$ cat config.mk
export PLATFORM = sky130hd
export DESIGN_NAME = sdc_div
export DESIGN_NICKNAME = d
export VERILOG_FILES = /design/src/rtl/sdc_pkg.sv /design/src/rtl/sdc_div.sv
export SDC_FILE = /design/constraint.sdc
export NUM_CORES = 1
export LEC_CHECK = 0
export ABC_AREA = 1
export BUFFER_PORTS_ARGS = -buffer_cell sky130_fd_sc_hd__buf_2
export CORE_MARGIN = 2
export CORE_UTILIZATION = 57
export CTS_BUF_LIST = sky130_fd_sc_hd__clkbuf_8
export DETAILED_ROUTE_END_ITERATION = 10
export PLACE_DENSITY = 0.81
export REMOVE_ABC_BUFFERS = 1
export SETUP_SLACK_MARGIN = 0.15
export SLEW_MARGIN = 25
export SYNTH_ARGS = -nofsm -noshare
export SYNTH_HDL_FRONTEND = slang
export SYNTH_SLANG_ARGS = --single-unit
$ cat constraint.sdc
create_clock -name clk -period 3.19 [get_ports clk]
set_input_delay 0.4785 -clock clk [delete_from_list [all_inputs] [get_ports clk]]
set_output_delay 0.4785 -clock clk [all_outputs]
set_load 0.02 [all_outputs]
$ cat src/rtl/sdc_pkg.sv
package sdc_pkg;

	localparam int TIME_W  = 32;
	localparam int VALUE_W = 32;
	localparam int DEV_W   = 31;
	localparam int DOOR_W  = 56;
	localparam int NUM_W   = 35;
	localparam int DT_W    = 33;
	localparam int FRAC_W  = 16;
	localparam int QUO_W   = 49;
	localparam int DIV_W   = 32;
	localparam int CNT_W   = $clog2(QUO_W);
	localparam int IN_W    = 192;
	localparam int OUT_W   = 120;

	localparam logic signed [DOOR_W-1:0] DOOR_MAX = {1'b0, {(DOOR_W-1){1'b1}}};
	localparam logic signed [DOOR_W-1:0] DOOR_MIN = {1'b1, {(DOOR_W-1){1'b0}}};

	localparam logic CFG_EXC  = 1'b0;
	localparam logic CFG_COMP = 1'b1;

	typedef struct packed {
		logic [VALUE_W-1:0] sample_value;
		logic [TIME_W-1:0]  sample_time;
		logic [VALUE_W-1:0] held_value;
		logic [TIME_W-1:0]  held_time;
		logic [VALUE_W-1:0] last_value;
		logic [TIME_W-1:0]  last_time;
	} in_item_t;

endpackage

$ cat src/rtl/sdc_div.sv
module sdc_div (
	input  logic                      clk,
	input  logic                      arst_n,
	input  logic                      start,
	input  logic [sdc_pkg::QUO_W-1:0] dividend,
	input  logic [sdc_pkg::DIV_W-1:0] divisor,
	output logic                      done,
	output logic [sdc_pkg::QUO_W-1:0] quotient
);
	import sdc_pkg::*;

	logic [QUO_W-1:0] acc_q;
	logic [DIV_W-1:0] rem_q;
	logic [DIV_W-1:0] dsr_q;
	logic [CNT_W-1:0] cnt_q;
	logic             busy_q;
	logic             done_q;
	logic [DIV_W:0]   trial;
	logic             qbit;
	logic [DIV_W-1:0] rem_next;

	always_comb begin
		trial    = {rem_q, acc_q[QUO_W-1]} - {1'b0, dsr_q};
		qbit     = !trial[DIV_W];
		rem_next = qbit ? trial[DIV_W-1:0] : {rem_q[DIV_W-2:0], acc_q[QUO_W-1]};
	end

	always_ff @(posedge clk or negedge arst_n) begin
		if (!arst_n) begin
			busy_q <= 1'b0;
			done_q <= 1'b0;
			cnt_q  <= '0;
		end else begin
			done_q <= 1'b0;
			if (start) begin
				busy_q <= 1'b1;
				cnt_q  <= CNT_W'(QUO_W - 1);
			end else if (busy_q) begin
				cnt_q <= cnt_q - 1'b1;
				if (cnt_q == '0) begin
					busy_q <= 1'b0;
					done_q <= 1'b1;
				end
			end
		end
	end

	always_ff @(posedge clk) begin
		if (start) begin
			acc_q <= dividend;
			rem_q <= '0;
			dsr_q <= divisor;
		end else if (busy_q) begin
			acc_q <= {acc_q[QUO_W-2:0], qbit};
			rem_q <= rem_next;
		end
	end

	assign done     = done_q;
	assign quotient = acc_q;

endmodule

# After elaboration in Yosys (flattened, before gate mapping)
# Cells that the tools add are included.
totals:
  ff_bits: 121
  input_bits: 84
  wordCells: 22
op_classes:
  add_sub_neg: 2
  mux: 11
  n_reduce_logical: 3
ops:
  columns: ["cell", "count"]
  rows:
  - ["$mux 49", 2]
  - ["$sub 33x32->33", 1]
  - ["$mux 32", 1]
  - ["$mux 6", 2]
  - ["$logic_not 6->1", 1]
  - ["$mux 1", 6]
  - ["$sub 6x1->6 const B", 1]
  - ["$reduce_bool 2->1", 1]
  - ["$logic_not 1->1", 1]

# Depth between registers and ports, before layout
depth:
  word_depth: 4
  depth_mapped: 18

# Least setup slack after synthesis
# Ideal clock, no wire load.
synth_path:
  path_type: "register -> register"
  start: "register acc_q[48] (netlist: quotient[48])"
  end: "register acc_q[0] (netlist: quotient[0]) (data pin)"
  setup_time_ns: 0.266
  t_arrival_ns: 2.118
  required_time_ns: 2.924
  slack_ns: 0.806
  stages_incl_launch_ff: 17
  period_less_slack_ns: 2.384
  path_cell_list: "edfxtp_1 inv_1 ha_1 fa_1 inv_2 nand2_1 nand2_1 nand3_1 nand2_1 nand2_1 nand2_2 nand2_4 nand2_4 nand2_2 nand2_4 buf_6 o21ai_1"
synth_via:
  elab_chain_len: 4
synth_lines:
  columns: ["item", "line", "rtl"]
  rows:
  - ["start, declared", "sdc_div.sv:12", "logic [QUO_W-1:0] acc_q;"]
  - ["start signal, assigned", "sdc_div.sv:50", "acc_q <= dividend;"]
  - ["start signal, assigned", "sdc_div.sv:54", "acc_q <= {acc_q[QUO_W-2:0], qbit};"]
  - ["$sub 33x32->33", "sdc_div.sv:23", "trial = {rem_q, acc_q[QUO_W-1]} - {1'b0, dsr_q};"]
  - ["$logic_not 1->1", "sdc_div.sv:24", "qbit = !trial[DIV_W];"]
  - ["$mux 49", "sdc_div.sv:53", "end else if (busy_q) begin"]
  - ["$mux 49", "sdc_div.sv:49", "if (start) begin"]
# No other way between the ends. The select of a mux whose other input is x is not followed.
# A chain may end at the register's enable or synchronous reset.

# Worst setup path after layout
layout_path:
  start: "register acc_q[48] (netlist: quotient[48])"
  end: "register rem_q[10]"
layout_via:
  elab_chain_len: 2
layout_lines:
  columns: ["item", "line", "rtl"]
  rows:
  - ["$sub 33x32->33", "sdc_div.sv:23", null]
  - ["$mux 32", "sdc_div.sv:25", "rem_next = qbit ? trial[DIV_W-1:0] : {rem_q[DIV_W-2:0], acc_q[QUO_W-1]};"]
  - ["end signal, assigned", "sdc_div.sv:55", "rem_q <= rem_next;"]
  - ["end, declared", "sdc_div.sv:13", "logic [DIV_W-1:0] rem_q;"]
# No other way between the ends.

==> impl_metrics.tcl <==
set metrics [dict create \
    vias 7033 \
    worstSetupStartpointType "flop" \
    p_leak_nw 5.06 \
    antenna_left 0 \
    status "finished, final reports clean" \
    grtUsageMet3 0.0632 \
    busiest_layer "met2" \
    clockBufferDepth 2 \
    cp_max_fo 33 \
    drt_pass1_iterations 5 \
    skew_ns 0.0142 \
    globalRouteOverflowTotal 0 \
    drt-total-wl_um 18400 \
    grt_pass1_vias 6771 \
    ys_seq_area_frac 0.428 \
    hold_path_depth 1 \
    drcViolationCount 0 \
    period_minus_slack_ns 2.60 \
    min-delay-start "divisor[22]" \
    synthTopCellsByArea "edfxtp_1 32%, nand2_1 25%, inv_1 10%, dfxtp_1 8.4%, ha_1 5.6%" \
    power_density_nw_per_um2 437 \
    period_share 0.814 \
    die_y_um 120 \
    finalSetupViolCount 0 \
    cts.clk_slew.worst_paths_ns 0.08 \
    placedCellCount 1400 \
    drv_slew 0 \
    synth-edff-count 81 \
    post_cts_buffers 0 \
    synth_top_cell_by_area "edfxtp_1" \
    h-tree-depth 4 \
    reg2reg_depth 17 \
    async_flop_share 0.0661 \
    p_sw_frac 0.281 \
    wl_per_cell_um 12.9 \
    avgSynthCellArea_sq_um 6.92 \
    yosys_warnings 0 \
    cts-root-buf "clkbuf_8" \
    dp_hpwl_um 13500 \
    grt_antenna_before_repair 0 \
    synth_flop_cell "edfxtp_1" \
    tightestPinTransition_ns 0.674 \
    dieArea_sq_um 14400 \
    synth_seq_cells 121 \
    ff2ff_setup_slack_ns 0.59 \
    comb_power_share 0.150 \
    hold_viol 0 \
    fin_tns_setup_ns 0 \
    synthCells 1107 \
    cts_made_buffers 17 \
    insertion_delay_ns 0.45 \
    start_util 0.580 \
    gp_congestion 0.956 \
    fin_cells 1433 \
    p_switching_mw 1.09 \
    netlist-cell-type-count 36 \
    io-pin-count 134 \
    power.share.clock 0.373 \
    diodes 0 \
    synth_common_cells "520 x nand2_1, 203 x inv_1, 81 x edfxtp_1" \
    num_rows 42 \
    cp.arrival_ns 2.95 \
    fp.coreArea_sq_um 13200 \
    grt_max_degree 64 \
    rr_startpoint "quotient[48]" \
    synthesis.area_sq_um 7660 \
    seq_power_share 0.476 \
    drive_gt1_frac 0.157 \
    vias_per_cell 4.91 \
    drt_iter0_drc 401 \
    cp-end-kind "flop" \
    hp-class "primary input to flop" \
    rsz0062_at_grt "false" \
    port_buffers 133 \
    cts_tree "yes" \
    clock-sinks 121 \
    use_met1 0.354 \
    maxCapViolCount 0 \
    nNetsFinal 1363 \
    cts_resized 0 \
    grt_usage 0.272 \
    area_delta_synth_final_pct 16.3 \
    yosys.cell_count.top_type "nand2_1" \
    slew-limit-headroom 0.551 \
    r2r_end "rem_q[10]" \
    fill_cells 1188 \
    netlist.area_leader.share 0.318 \
    min_to "dsr_q[22]" \
    critPathRequiredTime_ns 3.54 \
    max_freq_ghz 0.385 \
    p_int_mw 2.80 \
    grt.met2_usage 0.446 \
    grt_pass1_wl_um 30900 \
    path_class "flop to flop" \
    ir_worst_vdd_mv 0.426 \
    die_x_um 120 \
]
==> critical path, cell delays in order (launching register included) <==
cell,delay (ns)
edfxtp_1,0.34
inv_1,0.06
ha_1,0.22
fa_1,0.43
inv_2,0.09
nand2_1,0.05
nand2_1,0.10
nand3_1,0.08
nand2_1,0.12
nand2_1,0.08
nand2_2,0.10
nand2_4,0.07
nand2_4,0.07
nand2_2,0.06
nand2_4,0.33
nand2_1,0.11
nand3_1,0.12
nand2_1,0.06
==> cells by family (layout without fill, tap and decap cells) <==
kind of cell               count (synthesis)  count (layout)  share of synthesized area
and+or+nand+nor                          668             668                      0.354
buffers and inverters                    235             385                      0.120
adders and majority gates                 35              35                     0.0582
xor gates and xnor gates                  15              15                     0.0172
DFF                                      121             121                      0.428
AOI/OAI and AO/OA                         33              33                     0.0232
==> layout make-up <==
cell class,instances,area [sq um],share of cell area
well taps,176,220,0.0247
repair buffers,140,723,0.0812
clock inverters,14,171,0.0193
flip-flops and latches,121,3270,0.368
clock buffers,18,248,0.0278
multi-input cells,751,3470,0.390
inverters,213,800,0.0898
==> metal layers <==
layer	part of all wire	vias up
li1	-	3626
met1	0.44	3133
met2	0.46	244
met3	0.073	30
met4	0.020	0
met5	0	-
==> what timing repair did <==
action,CTS,global route
hold buffers,1,0
hold endpoints to repair,8,0
setup endpoints to repair,0,0
==> worst max path at each step <==
stage,from,to,cells after the start
final,quotient[48],rem_q[10],17
after floorplan,start,quotient[0],2
after CTS,quotient[48],rem_q[10],17
after global routing,quotient[48],rem_q[24],17
after global placement,quotient[48],quotient[0],15
after detailed placement,quotient[48],rem_q[14],17
==> power by group through the flow <==
stage,Sequential [mW],Combinational [mW],Clock (mW)
4_1_cts,1.85,0.586,1.48
6_report,1.85,0.585,1.45
2_1_floorplan,1.95,0.296,0
3_5_place_dp,1.88,0.582,0
5_1_grt,1.87,0.657,1.54
3_3_place_gp,1.88,0.569,0
==> per-stage QoR <==
stage | setup slack (ns) | util | hold WS (ns) | power (mW) | cell area [sq um]
floorplan | 0.152 | - | 0.183 | 2.25 | 7540
global placement | 0.727 | 0.642 | 0.333 | 2.45 | 8470
detailed placement | 0.634 | 0.642 | 0.331 | 2.46 | 8470
CTS | 0.574 | 0.675 | 0.170 | 3.92 | 8900
global route | 0.384 | 0.675 | 0.175 | 4.07 | 8900
finish | 0.592 | 0.675 | 0.197 | 3.89 | 8900
==> flip-flops by register name, indices dropped and copies added (netlist names) <==
register,cells
dsr_q,32
cnt_q,6
done,1
busy_q,1
quotient,49
rem_q,32
==> cell usage in the layout (no fill, tap or decap), types with 2 or more instances in the layout <==
cell type | Yosys | final
a21oi_1 | 18 | 18
and2_1 | 3 | 3
buf_2 | 0 | 132
buf_4 | 0 | 7
bufinv_16 | 0 | 3
clkbuf_8 | 0 | 18
clkinv_1 | 2 | 2
clkinv_2 | 0 | 2
clkinv_4 | 0 | 3
clkinvlp_4 | 0 | 2
dfrtp_1 | 8 | 8
dfxtp_1 | 32 | 32
edfxtp_1 | 81 | 81
ha_1 | 34 | 34
inv_1 | 203 | 203
inv_2 | 8 | 9
inv_6 | 0 | 3
nand2_1 | 520 | 520
nand2_2 | 3 | 3
nand2_4 | 5 | 5
nand3_1 | 61 | 61
nand4_1 | 9 | 9
nor2_1 | 51 | 49
nor2_2 | 3 | 5
nor3_1 | 6 | 6
o21ai_0 | 5 | 5
o21ai_1 | 5 | 5
o21bai_1 | 2 | 2
xnor2_1 | 12 | 12
xor2_1 | 3 | 3
Power figures use the tool's default switching activity.
